--- src/touch_dejitter_lowpass_assert.svh ---
// Assertion macros shared by the touch dejitter filter RTL.
// Included by the modules that carry concurrent checks; no other dependencies.
`ifndef TOUCH_DEJITTER_LOWPASS_ASSERT_SVH
`define TOUCH_DEJITTER_LOWPASS_ASSERT_SVH

// Check a property on a given clock, disabled while the given low reset is active.
`define TDL_ASSERT_AT(label, clk, rst_n, prop, msg) \
  label: assert property (@(posedge clk) disable iff (!rst_n) prop) else $error(msg);

// Check a property on the standard clk_i / rst_ni pair of the enclosing module.
`define TDL_ASSERT(label, prop, msg) \
  `TDL_ASSERT_AT(label, clk_i, rst_ni, prop, msg)

`endif

--- src/tdl_pkg.sv ---
// Shared types and constants for the touch dejitter low-pass filter.
// Used by tdl_lane, tdl_slot_store and touch_dejitter_lowpass.
package tdl_pkg;

  // Field widths
  localparam int unsigned SLOT_W     = 4;
  localparam int unsigned COORD_W    = 16;
  localparam int unsigned PRES_W     = 16;
  localparam int unsigned FACTOR_W   = 9;
  localparam int unsigned DZ_W       = 8;

  // Stream packing: tdata = {pressure, y, x}, tuser = {valid, slot}
  localparam int unsigned TDATA_W    = 2 * COORD_W + PRES_W;
  localparam int unsigned TUSER_W    = SLOT_W + 1;

  // Configuration port
  localparam int unsigned CFG_IDX_W  = 2;
  localparam int unsigned CFG_DATA_W = FACTOR_W;

  // Register reset values and limits
  localparam logic [FACTOR_W-1:0] FACTOR_RESET = 9'd102;
  localparam logic [FACTOR_W-1:0] FACTOR_MAX   = 9'd256;
  localparam logic [DZ_W-1:0]     DZ_RESET     = 8'd2;

  typedef enum logic [CFG_IDX_W-1:0] {
    REG_FACTOR_Q8 = 2'd0,
    REG_DEAD_ZONE = 2'd1
  } cfg_reg_e;

  // Per-slot state update issued by the filter stage
  typedef struct packed {
    logic               coord_we;
    logic               pen_we;
    logic               pen_val;
    logic [SLOT_W-1:0]  slot;
    logic [COORD_W-1:0] x;
    logic [COORD_W-1:0] y;
  } tdl_wr_t;

endpackage

--- src/tdl_lane.sv ---
// One axis of the dejitter filter: dead zone, factor scaling, step toward input.
// Depends on tdl_pkg for field widths.
module tdl_lane (
  input  logic signed [tdl_pkg::COORD_W-1:0]  prev_i,
  input  logic signed [tdl_pkg::COORD_W-1:0]  cur_i,
  input  logic        [tdl_pkg::FACTOR_W-1:0] factor_i,
  input  logic        [tdl_pkg::DZ_W-1:0]     dead_zone_i,
  output logic signed [tdl_pkg::COORD_W-1:0]  res_o
);
  import tdl_pkg::*;

  localparam int unsigned PROD_W = COORD_W + FACTOR_W;

  logic signed [COORD_W:0]   diff;
  logic        [COORD_W:0]   diff_neg;
  logic                      neg;
  logic        [COORD_W-1:0] mag;
  logic                      in_dead;
  logic        [PROD_W-1:0]  prod;
  logic        [COORD_W-1:0] step;
  logic signed [COORD_W:0]   prev_ext;
  logic signed [COORD_W:0]   step_ext;
  logic signed [COORD_W:0]   sum;

  // Signed difference and its magnitude
  assign diff     = {cur_i[COORD_W-1], cur_i} - {prev_i[COORD_W-1], prev_i};
  assign diff_neg = -diff;
  assign neg      = diff[COORD_W];
  assign mag      = neg ? diff_neg[COORD_W-1:0] : diff[COORD_W-1:0];

  // Drop changes inside the dead zone
  assign in_dead = (mag <= {{(COORD_W-DZ_W){1'b0}}, dead_zone_i});

  // Scale the magnitude by factor/256, truncating toward zero
  assign prod = PROD_W'(mag) * PROD_W'(factor_i);
  assign step = prod[COORD_W+7:8];

  // Move the stored value toward the input; the sum stays between the two
  assign prev_ext = {prev_i[COORD_W-1], prev_i};
  assign step_ext = {1'b0, step};
  assign sum      = neg ? (prev_ext - step_ext) : (prev_ext + step_ext);

  assign res_o = in_dead ? prev_i : sum[COORD_W-1:0];

endmodule

--- src/tdl_slot_store.sv ---
// Per-slot state of the dejitter filter: pen-up flags and last x/y memory,
// with registered read and forwarding of the latest write. Depends on tdl_pkg.
module tdl_slot_store #(
  parameter int unsigned SLOTS = 16
) (
  input  logic                               clk_i,
  input  logic                               rst_ni,
  input  logic                               rd_en_i,
  input  logic        [tdl_pkg::SLOT_W-1:0]  rd_slot_i,
  input  logic        [tdl_pkg::SLOT_W-1:0]  cur_slot_i,
  input  tdl_pkg::tdl_wr_t                   wr_i,
  output logic                               pen_up_o,
  output logic signed [tdl_pkg::COORD_W-1:0] prev_x_o,
  output logic signed [tdl_pkg::COORD_W-1:0] prev_y_o
);
  import tdl_pkg::*;

  localparam int unsigned IDX_W = (SLOTS > 1) ? $clog2(SLOTS) : 1;
  localparam int unsigned EXT_W = (IDX_W > SLOT_W) ? IDX_W : SLOT_W;

  logic [2*COORD_W-1:0] mem_q [SLOTS];
  logic [2*COORD_W-1:0] rd_q;
  logic [SLOTS-1:0]     pen_q;
  logic                 fwd_valid_q;
  logic [SLOT_W-1:0]    fwd_slot_q;
  logic [2*COORD_W-1:0] fwd_data_q;

  logic [EXT_W-1:0]     rd_ext;
  logic [EXT_W-1:0]     wr_ext;
  logic [EXT_W-1:0]     cur_ext;
  logic [IDX_W-1:0]     rd_idx;
  logic [IDX_W-1:0]     wr_idx;
  logic [IDX_W-1:0]     cur_idx;
  logic                 fwd_hit;
  logic [2*COORD_W-1:0] prev;

  // Map the slot field onto the storage index
  assign rd_ext  = EXT_W'(rd_slot_i);
  assign wr_ext  = EXT_W'(wr_i.slot);
  assign cur_ext = EXT_W'(cur_slot_i);
  assign rd_idx  = rd_ext[IDX_W-1:0];
  assign wr_idx  = wr_ext[IDX_W-1:0];
  assign cur_idx = cur_ext[IDX_W-1:0];

  // Coordinate memory: one write port, one registered read port
  always_ff @(posedge clk_i) begin
    if (wr_i.coord_we) begin
      mem_q[wr_idx] <= {wr_i.y, wr_i.x};
    end
    if (rd_en_i) begin
      rd_q <= mem_q[rd_idx];
    end
  end

  // Pen-up flags: every slot starts lifted
  always_ff @(posedge clk_i or negedge rst_ni) begin
    if (!rst_ni) begin
      pen_q <= '1;
    end else if (wr_i.pen_we) begin
      pen_q[wr_idx] <= wr_i.pen_val;
    end
  end

  // Hold the latest coordinate write to cover a read taken on the same edge
  always_ff @(posedge clk_i or negedge rst_ni) begin
    if (!rst_ni) begin
      fwd_valid_q <= 1'b0;
    end else if (wr_i.coord_we) begin
      fwd_valid_q <= 1'b1;
    end
  end

  always_ff @(posedge clk_i) begin
    if (wr_i.coord_we) begin
      fwd_slot_q <= wr_i.slot;
      fwd_data_q <= {wr_i.y, wr_i.x};
    end
  end

  // Select the freshest stored position for the item in the filter stage
  assign fwd_hit  = fwd_valid_q && (fwd_slot_q == cur_slot_i);
  assign prev     = fwd_hit ? fwd_data_q : rd_q;
  assign prev_x_o = prev[COORD_W-1:0];
  assign prev_y_o = prev[2*COORD_W-1:COORD_W];
  assign pen_up_o = pen_q[cur_idx];

endmodule

--- src/touch_dejitter_lowpass.sv ---
// Touch dejitter low-pass filter: stream in, per-slot state, x/y lanes, stream out.
// Depends on tdl_pkg, tdl_lane, tdl_slot_store and touch_dejitter_lowpass_assert.svh.
//
// Usage:
//   s_axis carries one touch sample per beat: tdata = {pressure, y, x} and
//   tuser = {valid, slot}. m_axis returns one beat per input beat in the same
//   packing, with x and y filtered or passed through. The cfg channel writes
//   factor_q8 (index 0) and dead_zone (index 1); cfg_ready_o is always high,
//   and writes are meant to land only while no beat is in flight.
//   An accepted beat is held in the filter stage register, then in the output
//   register, and then presented on m_axis. Throughput: one beat per cycle while
//   the receiver does not stall, set by the read-modify-write of a slot's stored
//   position, closed by a forwarding register on the slot memory.
//   Reset clears both pipeline valids, sets every slot to pen-up and loads
//   factor_q8 = 102 and dead_zone = 2. When the receiver stalls, the output
//   beat holds; the filter stage fills behind it and s_axis_tready drops
//   until the output drains.
`include "touch_dejitter_lowpass_assert.svh"
module touch_dejitter_lowpass #(
  parameter int unsigned SLOTS = 16
) (
  input  logic                             clk_i,
  input  logic                             rst_ni,
  // Input stream
  input  logic                             s_axis_tvalid,
  output logic                             s_axis_tready,
  input  logic [tdl_pkg::TDATA_W-1:0]      s_axis_tdata,  // x_in, y_in, pressure_in
  input  logic [tdl_pkg::TUSER_W-1:0]      s_axis_tuser,  // slot, valid_req
  // Output stream
  output logic                             m_axis_tvalid,
  input  logic                             m_axis_tready,
  output logic [tdl_pkg::TDATA_W-1:0]      m_axis_tdata,  // x_out, y_out, pressure_out
  output logic [tdl_pkg::TUSER_W-1:0]      m_axis_tuser,  // slot_out, valid_out
  // Configuration writes
  input  logic                             cfg_valid_i,
  output logic                             cfg_ready_o,
  input  logic [tdl_pkg::CFG_IDX_W-1:0]    cfg_index_i,
  input  logic [tdl_pkg::CFG_DATA_W-1:0]   cfg_data_i
);
  import tdl_pkg::*;

  // Configuration registers
  logic [FACTOR_W-1:0] factor_q;
  logic [DZ_W-1:0]     dz_q;

  // Filter stage
  logic                      a_valid_q;
  logic [SLOT_W-1:0]         a_slot_q;
  logic                      a_vreq_q;
  logic signed [COORD_W-1:0] a_x_q;
  logic signed [COORD_W-1:0] a_y_q;
  logic [PRES_W-1:0]         a_p_q;

  // Output register
  logic                      out_valid_q;
  logic [SLOT_W-1:0]         out_slot_q;
  logic                      out_vreq_q;
  logic [COORD_W-1:0]        out_x_q;
  logic [COORD_W-1:0]        out_y_q;
  logic [PRES_W-1:0]         out_p_q;

  logic                      s_acc;
  logic                      a_adv;
  logic                      in_range;
  logic                      active;
  logic                      pres_zero;
  logic                      pen_up;
  logic                      smooth;
  logic signed [COORD_W-1:0] prev_x;
  logic signed [COORD_W-1:0] prev_y;
  logic signed [COORD_W-1:0] lane_x;
  logic signed [COORD_W-1:0] lane_y;
  logic [COORD_W-1:0]        res_x;
  logic [COORD_W-1:0]        res_y;
  tdl_wr_t                   wr;
  logic                      chk_smooth;
  logic                      x_between;
  logic                      y_between;

  // Configuration write channel
  assign cfg_ready_o = 1'b1;

  always_ff @(posedge clk_i or negedge rst_ni) begin
    if (!rst_ni) begin
      factor_q <= FACTOR_RESET;
      dz_q     <= DZ_RESET;
    end else if (cfg_valid_i) begin
      unique case (cfg_reg_e'(cfg_index_i))
        REG_FACTOR_Q8: begin
          // Clamp above 256 so the lane never scales past the input
          factor_q <= (cfg_data_i > FACTOR_MAX) ? FACTOR_MAX : cfg_data_i;
        end
        REG_DEAD_ZONE: begin
          dz_q <= cfg_data_i[DZ_W-1:0];
        end
        default: begin
        end
      endcase
    end
  end

  // Handshake: filter stage advances into the output register when it is free
  assign a_adv         = a_valid_q && (!out_valid_q || m_axis_tready);
  assign s_axis_tready = !a_valid_q || a_adv;
  assign s_acc         = s_axis_tvalid && s_axis_tready;

  always_ff @(posedge clk_i or negedge rst_ni) begin
    if (!rst_ni) begin
      a_valid_q <= 1'b0;
    end else if (s_acc) begin
      a_valid_q <= 1'b1;
    end else if (a_adv) begin
      a_valid_q <= 1'b0;
    end
  end

  always_ff @(posedge clk_i) begin
    if (s_acc) begin
      a_slot_q <= s_axis_tuser[SLOT_W-1:0];
      a_vreq_q <= s_axis_tuser[SLOT_W];
      a_x_q    <= s_axis_tdata[COORD_W-1:0];
      a_y_q    <= s_axis_tdata[2*COORD_W-1:COORD_W];
      a_p_q    <= s_axis_tdata[TDATA_W-1:2*COORD_W];
    end
  end

  // Slot state, read when a beat is accepted
  tdl_slot_store #(
    .SLOTS (SLOTS)
  ) u_store (
    .clk_i      (clk_i),
    .rst_ni     (rst_ni),
    .rd_en_i    (s_acc),
    .rd_slot_i  (s_axis_tuser[SLOT_W-1:0]),
    .cur_slot_i (a_slot_q),
    .wr_i       (wr),
    .pen_up_o   (pen_up),
    .prev_x_o   (prev_x),
    .prev_y_o   (prev_y)
  );

  // One lane per axis
  tdl_lane u_lane_x (
    .prev_i      (prev_x),
    .cur_i       (a_x_q),
    .factor_i    (factor_q),
    .dead_zone_i (dz_q),
    .res_o       (lane_x)
  );

  tdl_lane u_lane_y (
    .prev_i      (prev_y),
    .cur_i       (a_y_q),
    .factor_i    (factor_q),
    .dead_zone_i (dz_q),
    .res_o       (lane_y)
  );

  // Merge: decide pass-through, first touch or smoothing, and the state update
  assign in_range  = ({4'd0, a_slot_q} < 8'(SLOTS));
  assign active    = a_vreq_q && in_range;
  assign pres_zero = (a_p_q == '0);
  assign smooth    = active && !pres_zero && !pen_up;

  always_comb begin
    wr.coord_we = a_adv && active && !pres_zero;
    wr.pen_we   = a_adv && active && (pres_zero || pen_up);
    wr.pen_val  = pres_zero;
    wr.slot     = a_slot_q;
    res_x       = smooth ? lane_x : a_x_q;
    res_y       = smooth ? lane_y : a_y_q;
    wr.x        = res_x;
    wr.y        = res_y;
  end

  // Output register
  always_ff @(posedge clk_i or negedge rst_ni) begin
    if (!rst_ni) begin
      out_valid_q <= 1'b0;
    end else if (a_adv) begin
      out_valid_q <= 1'b1;
    end else if (m_axis_tready) begin
      out_valid_q <= 1'b0;
    end
  end

  always_ff @(posedge clk_i) begin
    if (a_adv) begin
      out_slot_q <= a_slot_q;
      out_vreq_q <= a_vreq_q;
      out_x_q    <= res_x;
      out_y_q    <= res_y;
      out_p_q    <= a_p_q;
    end
  end

  assign m_axis_tvalid = out_valid_q;
  assign m_axis_tdata  = {out_p_q, out_y_q, out_x_q};
  assign m_axis_tuser  = {out_vreq_q, out_slot_q};

  // Checks
  assign chk_smooth = a_adv && smooth;
  assign x_between  = (lane_x >= prev_x && lane_x <= a_x_q) ||
                      (lane_x <= prev_x && lane_x >= a_x_q);
  assign y_between  = (lane_y >= prev_y && lane_y <= a_y_q) ||
                      (lane_y <= prev_y && lane_y >= a_y_q);

  `TDL_ASSERT(a_x_between, chk_smooth |-> x_between, "x result not between stored and input")
  `TDL_ASSERT(a_y_between, chk_smooth |-> y_between, "y result not between stored and input")
  `TDL_ASSERT(a_adv_shows, a_adv |=> m_axis_tvalid, "advanced beat not presented on output")

endmodule

--- config.mk ---
export PLATFORM = sky130hd
export DESIGN_NAME = touch_dejitter_lowpass
export DESIGN_NICKNAME = d
export VERILOG_FILES = /design/src/tdl_pkg.sv /design/src/tdl_lane.sv /design/src/tdl_slot_store.sv /design/src/touch_dejitter_lowpass.sv
export VERILOG_INCLUDE_DIRS = /design/src /design/src/src
export SDC_FILE = /design/constraint.sdc
export NUM_CORES = 1
export LEC_CHECK = 0
export BUFFER_PORTS_ARGS = -buffer_cell sky130_fd_sc_hd__buf_2
export CAP_MARGIN = 20
export CELL_PAD_IN_SITES_DETAIL_PLACEMENT = 0
export CELL_PAD_IN_SITES_GLOBAL_PLACEMENT = 2
export CORE_MARGIN = 2
export CORE_UTILIZATION = 25
export DETAILED_ROUTE_END_ITERATION = 7
export PLACE_DENSITY_LB_ADDON = 0.1
export SLEW_MARGIN = 30
export SYNTH_ARGS = -nofsm -noshare
export SYNTH_HDL_FRONTEND = slang
export SYNTH_SLANG_ARGS = --single-unit
--- constraint.sdc ---
create_clock -name clk_i -period 33.8 [get_ports clk_i]
set_input_delay 5.07 -clock clk_i [delete_from_list [all_inputs] [get_ports clk_i]]
set_output_delay 5.07 -clock clk_i [all_outputs]
set_load 0.01 [all_outputs]
==> Yosys cells after proc, flatten, opt, wreduce, memory -nomap -nowiden <==
Memory sizes are Yosys's and may differ from the RTL's. A register that Yosys moved wholly into a read port is not among the register bits.
Index checks and enable logic that the tools add are counted.
{ "word_totals": {"input_bits": 69, "output_inout_bits": 56, "ramBits": 512, "ff_bits": 178, "n_memories": 1} }
{ "mem_list": {"columns": ["name", "words", "width", "rd", "rd_clocked_by_memory_dff", "write_ports", "line_no", "text"], "rows": [
  ["u_store.mem_q", 16, 32, 1, 1, 1, "tdl_slot_store.sv:21", "logic [2*COORD_W-1:0] mem_q [SLOTS];"]
]} }
{ "op_classes": {"n_reduce_logical": 22, "order_cmp": 5, "n_addsub": 8, "eq_ne": 2, "mux": 21, "mul": 2} }
{ "ops": {"columns": ["operator", "count"], "rows": [
  ["$mux 16", 8],
  ["$mul 16x9->24", 2],
  ["$sub 16x16->17", 2],
  ["$add 16x16->16", 2],
  ["$le 16x8->1", 2],
  ["$mux 32", 1],
  ["$neg 16->16", 2],
  ["$sub 16x16->16", 2],
  ["$bwmux 16", 1],
  ["$logic_not 16->1", 1],
  ["$gt 9x9->1 const B", 1],
  ["$logic_and 1x1->1", 9],
  ["$mux 9", 1],
  ["$mux 1", 8],
  ["$lt 4x5->1 const B", 1],
  ["$bmux 1 s4", 1],
  ["$demux 1 s4", 1],
  ["$eq 4x4->1", 1],
  ["$ge 4x1->1 const B", 1],
  ["$logic_not 1->1", 4],
  ["$reduce_and 2->1", 2],
  ["$reduce_bool 2->1", 2],
  ["$logic_or 1x1->1", 3],
  ["$eq 2x1->1 const B", 1],
  ["$logic_not 2->1", 1]
]} }

==> Logic depth before layout (Yosys ltp) <==
Gate-level depths: netlist of run 1.
{ "depth": {"ltp_word": 11, "ltp_mapped": 58, "depth_no_buf": 50} }

==> Hierarchy <==
A second synthesis of run 1 with hierarchy kept.
{ "hier_totals": {"hier_cells": 3127, "hier_area_um2": 42049.1} }
{ "by_module_without_submodules": {"columns": ["mod", "n_inst", "area_each_um2", "cells_per_inst"], "rows": [
  ["tdl_slot_store", 1, 22562.9, 983],
  ["tdl_lane (u_lane_x)", 1, 7604.8, 997],
  ["tdl_lane (u_lane_y)", 1, 7309.5, 930],
  ["touch_dejitter_lowpass", 1, 4571.9, 217]
]} }

==> Worst setup path after synthesis of run 1 <==
No wires, ideal clock.
{ "synth_path": {"path_type": "register -> register", "start": "reg a_slot_q[1]", "end": "reg out_y_q[15] (data pin)", "t_arrival_ns": 12.257, "stages_incl_launch_ff": 52, "synth_period_minus_slack_ns": 12.614, "setup_ns": 0.357, "path_slack_ns": 21.186, "path_buffers": 7, "path_cell_list": "edfxtp_1 buf_4 xnor2_1 and3_1 buf_6 nand2_2 buf_2 buf_1 mux2i_1 ha_1 a21oi_1 o21bai_1 a21o_1 a21oi_1 o21ai_0 o21ai_0 o21a_1 clkbuf_1 [... 16 more ...] nor3_2 o311a_1 nand2_1 or2_2 or3_1 nor2_1 inv_1 a22oi_1 o22ai_1 xor2_1 ha_1 a211oi_1 nand2_1 o32ai_1 a21oi_1 xnor2_1 xnor2_1 o31ai_1"} }
{ "synth_via": {"elab_chain_cells": 11} }
{ "synth_lines": {"columns": ["element", "line_no", "text"], "rows": [
  ["start: declaration", "touch_dejitter_lowpass.sv:48", "logic [SLOT_W-1:0] a_slot_q;"],
  ["start signal: assignment", "touch_dejitter_lowpass.sv:119", "a_slot_q <= s_axis_tuser[SLOT_W-1:0];"],
  ["$eq 4x4->1", "tdl_slot_store.sv:81", "assign fwd_hit = fwd_valid_q && (fwd_slot_q == cur_slot_i);"],
  ["$logic_and 1x1->1", "tdl_slot_store.sv:81", null],
  ["$mux 32", "tdl_slot_store.sv:82", "assign prev = fwd_hit ? fwd_data_q : rd_q;"],
  ["$sub 16x16->17", "tdl_lane.sv:26", "assign diff = {cur_i[COORD_W-1], cur_i} - {prev_i[COORD_W-1], prev_i};"],
  ["$neg 16->16", "tdl_lane.sv:27", "assign diff_neg = -diff;"],
  ["$mux 16", "tdl_lane.sv:29", "assign mag = neg ? diff_neg[COORD_W-1:0] : diff[COORD_W-1:0];"],
  ["$mul 16x9->24", "tdl_lane.sv:35", "assign prod = PROD_W'(mag) * PROD_W'(factor_i);"],
  ["$add 16x16->16 / $sub 16x16->16 (equally long branches)", "tdl_lane.sv:41", "assign sum = neg ? (prev_ext - step_ext) : (prev_ext + step_ext);"],
  ["$mux 16", "tdl_lane.sv:41", null],
  ["$mux 16", "tdl_lane.sv:43", "assign res_o = in_dead ? prev_i : sum[COORD_W-1:0];"],
  ["$mux 16 *", "touch_dejitter_lowpass.sv:171", "res_y = smooth ? lane_y : a_y_q;"],
  ["net res_y[15]", "touch_dejitter_lowpass.sv:74", "logic [COORD_W-1:0] res_y;"],
  ["end signal: assignment", "touch_dejitter_lowpass.sv:192", "out_y_q <= res_y;"],
  ["end: declaration", "touch_dejitter_lowpass.sv:59", "logic [COORD_W-1:0] out_y_q;"]
]} }
Mark *: on every way through the listed nets, which the timed path passes. The rest lies on a longest branch. The select of a mux whose other input is x is not followed.
A chain may end at the register's enable or synchronous reset.

==> Final worst setup path of run 1 <==
{ "layout_path": {"start": "reg a_slot_q[1]", "end": "mem u_store.mem_q[7][12] (netlist bit) (data pin)"} }
{ "layout_via": {"elab_chain_cells": 11} }
{ "layout_lines": {"columns": ["element", "line_no", "text"], "rows": [
  ["$eq 4x4->1", "tdl_slot_store.sv:81", null],
  ["$logic_and 1x1->1", "tdl_slot_store.sv:81", null],
  ["$mux 32", "tdl_slot_store.sv:82", null],
  ["$sub 16x16->17", "tdl_lane.sv:26", null],
  ["$neg 16->16", "tdl_lane.sv:27", null],
  ["$mux 16", "tdl_lane.sv:29", null],
  ["$mul 16x9->24", "tdl_lane.sv:35", null],
  ["$add 16x16->16 / $sub 16x16->16 (equally long branches)", "tdl_lane.sv:41", null],
  ["$mux 16", "tdl_lane.sv:41", null],
  ["$mux 16", "tdl_lane.sv:43", null],
  ["$mux 16 *", "touch_dejitter_lowpass.sv:170", "res_x = smooth ? lane_x : a_x_q;"],
  ["net res_x[12]", "touch_dejitter_lowpass.sv:73", "logic [COORD_W-1:0] res_x;"],
  ["end: declaration", "tdl_slot_store.sv:21", null]
]} }
Marked as above.

==> flow_summary.yaml, run 1 <==
run_status:
  status: "finished, final reports clean"
routing:
  drt_iter0_drc: 1801
  first_pass_iters: 7
  vias: 26400
  top_layer: "met4"
  wl_met1_um: 58800
  dr_wl_met3_um: 3820
  viasPerCell: 4.65
  drc: 0
  wl_met2_um: 66900
  wl_per_cell_um: 23.2
  wirelength_um: 132000
  antenna_left: 0
timing:
  fmax_mhz: 69.5
  finalSetupTns_ps: 0
  skew_ps: 57.4
  rsz0062_at_grt: "no"
  fin_ws_ps: 19400
  worstMarginPinSlew_ps: 990
  hold_violations: 0
  min_period_ps: 14400
  setup_viol: 0
  slew_viol_final: 0
  whs_ps: 446
  period_share_pct: 42.6
  max_slew_margin_pct: 33.4
die:
  die-width_um: 415
  die_area_sq_mm: 0.173
  coreArea_sq_mm: 0.168
  rows: 150
  initial_core_util_pct: 25.2
  die_y_um: 415
  io-pin-count: 125
synth:
  synth_edf_count: 686
  ys_seq_elements: 722
  yosysSeqAreaShare_pct: 50.9
  synth_top_area_share_pct: 48.7
  syn_avg_cell_area_sq_um: 13.0
  synthCells: 3243
  synth_cell_types: 110
  synth_ff_type: "edfxtp_1"
  yosys_warnings: 0
  async_flop_share_pct: 4.99
  syn_area_sq_mm: 0.0423
  synth_nets: 3646
  synthTopCellsByArea: "edfxtp_1 (49%), fa_1 (9.2%), mux4_2 (8.8%)"
  yosysTopAreaCell: "edfxtp_1"
clocking:
  cts_buffers: 85
  hold_buffers: 0
  cts_tree: "built"
  clock_latency_ps: 700
  cts_num_sinks: 722
  clk_pin_slew_ps: 60
  cts_buffer_depth: 3
  cts_max_level: 3
  cts-resized-gates: 0
  cts_root_buffer: "clkbuf_16"
  post-cts-setup-buffers: 0
worst_setup_path:
  crit_type: "reg -> reg"
  worst_setup_path_end_kind: "register"
  required_ps: 33960
  slowest_delay_ps: 870
  startpoint_type: "register"
  cp_max_fo: 27
  slowest_stage: "nor4_1"
  crit_arrival_ps: 14560
placement:
  place_ws_ps: 19330
  place_hpwl_um: 89300
  gp_congestion: 0.800
  io_buffers: 123
global_routing:
  grt_pass1_wl_um: 195000
  overflow: 0
  globalRouteTotalUtil_pct: 15.3
  grt_pass1_vias: 28500
  grt_max_degree: 53
  antenna_found_initial: 7
finish:
  largest_register_ff_count: 512
  fin_nets: 3813
  reg_top3: "u_store.mem_q (512), u_store.fwd_data_q (32), u_store.rd_q (32)"
  final_common_cell: "edfxtp_1"
  fillerInstances: 17000
  top_register: "u_store.mem_q"
  syn2layout_area_growth_pct: 15.4
  drive_gt1_share_pct: 17.9
  layout.cells.most_common_list: "edfxtp_1 (686), inv_1 (323), nand2_1 (276)"
min_path:
  hp-class: "reg -> reg"
job:
  drv_cap: 0
[worst max-delay path: cells and delay by family, from the launching register on]
| family | cells | cell delay, ps |
|---|---|---|
| adder cells (fa/ha/maj) | 8 | 3170 |
| AND/OR/NAND/NOR | 18 | 5460 |
| flip-flops | 1 | 830 |
| buffers and inverters | 7 | 840 |
| AO/OA/AOI/OAI | 9 | 2640 |
| XOR/XNOR | 3 | 870 |
[final cells by class]
cell class              count  area, sq um  area share, %
clock inverters            62          613           1.26
multi-input cells        2065        19200           39.4
well taps                2204         2760           5.65
repair buffers            212         1320           2.71
clock buffers              94         2160           4.43
flip-flops and latches    722        21500           44.1
diodes                      3         7.51         0.0154
inverters                 324         1220           2.49
[cell usage after synthesis, types with 18 or more instances]
| library cell | instances |
|---|---|
| dfstp_2 | 21 |
| nor4_1 | 20 |
| mux2i_1 | 31 |
| nand2_1 | 277 |
| and3_1 | 20 |
| edfxtp_1 | 686 |
| inv_1 | 324 |
| ha_1 | 140 |
| nand4_1 | 20 |
| nor2b_1 | 60 |
| xnor2_1 | 92 |
| a211oi_1 | 18 |
| o21a_1 | 19 |
| xor2_1 | 40 |
| nor3_1 | 53 |
| or3_1 | 20 |
| a31oi_1 | 22 |
| o21ai_1 | 24 |
| a21o_1 | 29 |
| and2_1 | 147 |
| mux4_2 | 165 |
| nor2_1 | 119 |
| a21oi_1 | 112 |
| nand2b_1 | 51 |
| clkbuf_1 | 92 |
| nand3_1 | 52 |
| fa_1 | 194 |
| o21ai_0 | 82 |
[path summary, 6_finish.rpt]
kind                       depth (start not counted)              endpoint  slack, ps   startpoint
max                                               45  u_store.mem_q[7][12]      19400  a_slot_q[1]
min                                                0            out_p_q[0]        450     a_p_q[0]
max reg2reg                                       45  u_store.mem_q[7][12]      19400  a_slot_q[1]
min reg2reg                                        0            out_p_q[0]        450     a_p_q[0]
max in group asynchronous                          2           factor_q[3]      28780       rst_ni
min in group asynchronous                          2             a_valid_q       4490       rst_ni
[layer usage]
metal  up-vias  track usage, %
li1      12100               -
met5         -               0
met2       409            26.9
met1     13700            19.9
met3       136            1.62
met4         0            3.80
[metrics by stage]
| step | cell area (sq um) | std cells | utilization (%) |
|---|---|---|---|
| final | 48800 | 5686 | 29.1 |
| after global routing | 48800 | 5684 | 29.1 |
| after CTS | 48800 | 5683 | 29.1 |
| after detailed placement | 46000 | 5527 | 27.4 |
| after global placement | 45900 | 5525 | 27.4 |
| after floorplan | 42300 | 3243 | - |
[logic make-up (layout without fill, tap and decap cells)]
logic type	count (synthesis)	after routing	synth area share [%]
adder cells (fa/ha/maj)	342	342	13.5
other	1	4	0.00886
AND/OR/NAND/NOR	916	916	11.3
flip-flops	722	722	50.9
AO/OA/AOI/OAI	458	458	7.21
multiplexers	213	213	9.98
XOR/XNOR	135	135	2.89
buffers and inverters	456	692	4.24
Power of run 1 is left out: the tool's default activity adds up to more than one toggle a clock period on the data nets, which glitch-free logic cannot reach.
==> inputs of run 2 (changes only) <==
==> constraint.sdc (replaced) <==
create_clock -name clk_i -period 13.1 [get_ports clk_i]
set_input_delay 1.965 -clock clk_i [delete_from_list [all_inputs] [get_ports clk_i]]
set_output_delay 1.965 -clock clk_i [all_outputs]
set_load 0.01 [all_outputs]
==> run 2 against run 1 <==
- non-clock buffer count up 45
- die area unchanged
- via count up 1.1%
- worst setup slack worse by 19000 ps
- sequential share of layout area down 0.25 points
- fmax up 17%
- critical path depth up 1
- count of clock-buffer cells in the layout up 2
- first-iteration DRC count down 0.17%
- core utilization up 0.16 points
- global-route usage up 0.064 points
- wire length up 0.51%
- critical endpoint is now u_store.mem_q[10][15]
==> flow_summary.yaml, run 2 (same netlist as run 1, synthesis figures left out) <==
finish:
  syn2layout_area_growth_pct: 16.1
  final_common_cell: "edfxtp_1"
  top_register: "u_store.mem_q"
  final_cells: 5728
  fin_nets: 3857
  largest_register_ff_count: 512
  reg_top3: "u_store.mem_q (512), u_store.fwd_data_q (32), u_store.rd_q (32)"
  layout.cells.most_common_list: "edfxtp_1 (686), inv_1 (323), nand2_1 (275)"
  drive_gt1_share_pct: 19.0
global_routing:
  grt_max_degree: 61
  grt_pass1_wl_um: 196000
  grt_pass1_vias: 28300
  overflow: 0
  antenna_found_initial: 10
  globalRouteTotalUtil_pct: 15.3
worst_setup_path:
  slowest_stage: "or4_1"
  worst_setup_path_end_kind: "register"
  startpoint_type: "register"
  required_ps: 13440
  critPathTopFamily: "compound AO/OA/AOI/OAI gates"
  critPathBufInv: 4
  crit_type: "reg -> reg"
  cp_max_fo: 18
  slowest_delay_ps: 580
  crit_arrival_ps: 12600
routing:
  first_pass_iters: 5
  wl_per_cell_um: 23.2
  dr_wl_met3_um: 4160
  wl_met2_um: 67200
  viasPerCell: 4.66
  drc: 0
  top_layer: "met5"
  vias: 26700
  wl_met1_um: 59300
  wirelength_um: 133000
  antenna_left: 0
  drt_iter0_drc: 1798
die:
  die_area_sq_mm: 0.173
  rows: 150
  io-pin-count: 125
  coreArea_sq_mm: 0.168
  die-width_um: 415
  die_y_um: 415
  initial_core_util_pct: 25.2
clocking:
  cts_buffer_depth: 3
  hold_buffers: 0
  clk_pin_slew_ps: 60
  clock_latency_ps: 680
  cts_buffers: 84
  cts_tree: "built"
  cts_root_buffer: "clkbuf_16"
  cts_max_level: 3
  cts_num_sinks: 722
placement:
  io_buffers: 123
  place_hpwl_um: 90300
  dp.cells: 5569
  place_ws_ps: 111
  gp_congestion: 0.764
timing:
  slew_viol_final: 0
  rsz0062_at_grt: "yes"
  skew_ps: 45.2
  hold_violations: 0
  setup_viol: 0
  fin_ws_ps: 842
  fmax_mhz: 81.6
  worstMarginPinSlew_ps: 909
  max_slew_margin_pct: 38.6
  period_share_pct: 93.6
  min_period_ps: 12260
job:
  drv_cap: 0
run_status:
  status: "finished, final reports clean"
min_path:
  hp-class: "reg -> reg"
-- run 2: through the flow --
stage	setup TNS, ps	util (%)	hold WS (ps)	area (sq um)
2_1_floorplan	0	-	427	42300
3_3_place_gp	0	27.6	433	46200
3_5_place_dp	0	27.6	435	46300
4_1_cts	0	29.2	448	48900
5_1_grt	-21.3	29.3	456	49100
6_report	0	29.3	446	49100
-- run 2: cell type report --
class	count	area (sq um)
multi-input combinational	2065	19300
sequential	722	21500
inverter	324	1220
tap	2204	2760
clock buffer	96	2150
clock inverter	55	487
timing repair buffer	257	1670
fill	17000	118000
antenna	5	12.5
-- run 2: final timing paths --
check                                       from                     to  slack, ps  depth (start not counted)
setup / recovery           u_store.fwd_slot_q[2]  u_store.mem_q[10][15]        840                         46
hold reg to reg                         a_p_q[5]             out_p_q[5]        450                          0
hold / removal                          a_p_q[5]             out_p_q[5]        450                          0
max in group asynchronous                 rst_ni            factor_q[0]      11180                          2
min in group asynchronous                 rst_ni              a_valid_q       1390                          2
setup reg to reg           u_store.fwd_slot_q[2]  u_store.mem_q[10][15]        840                         46
-- run 2: what timing repair did --
item,in CTS,in global routing
pin swaps,0,2
setup endpoints to repair,1,199
setup buffers,0,3
resized for setup,1,18
-- run 2: layer usage --
layer / GRT usage [%] / up-vias
met5: 0 / -
met1: 20.2 / 13900
met4: 3.37 / 2
met3: 1.75 / 124
met2: 26.9 / 427
li1: - / 12200
Power of run 2 is left out for the same reason.
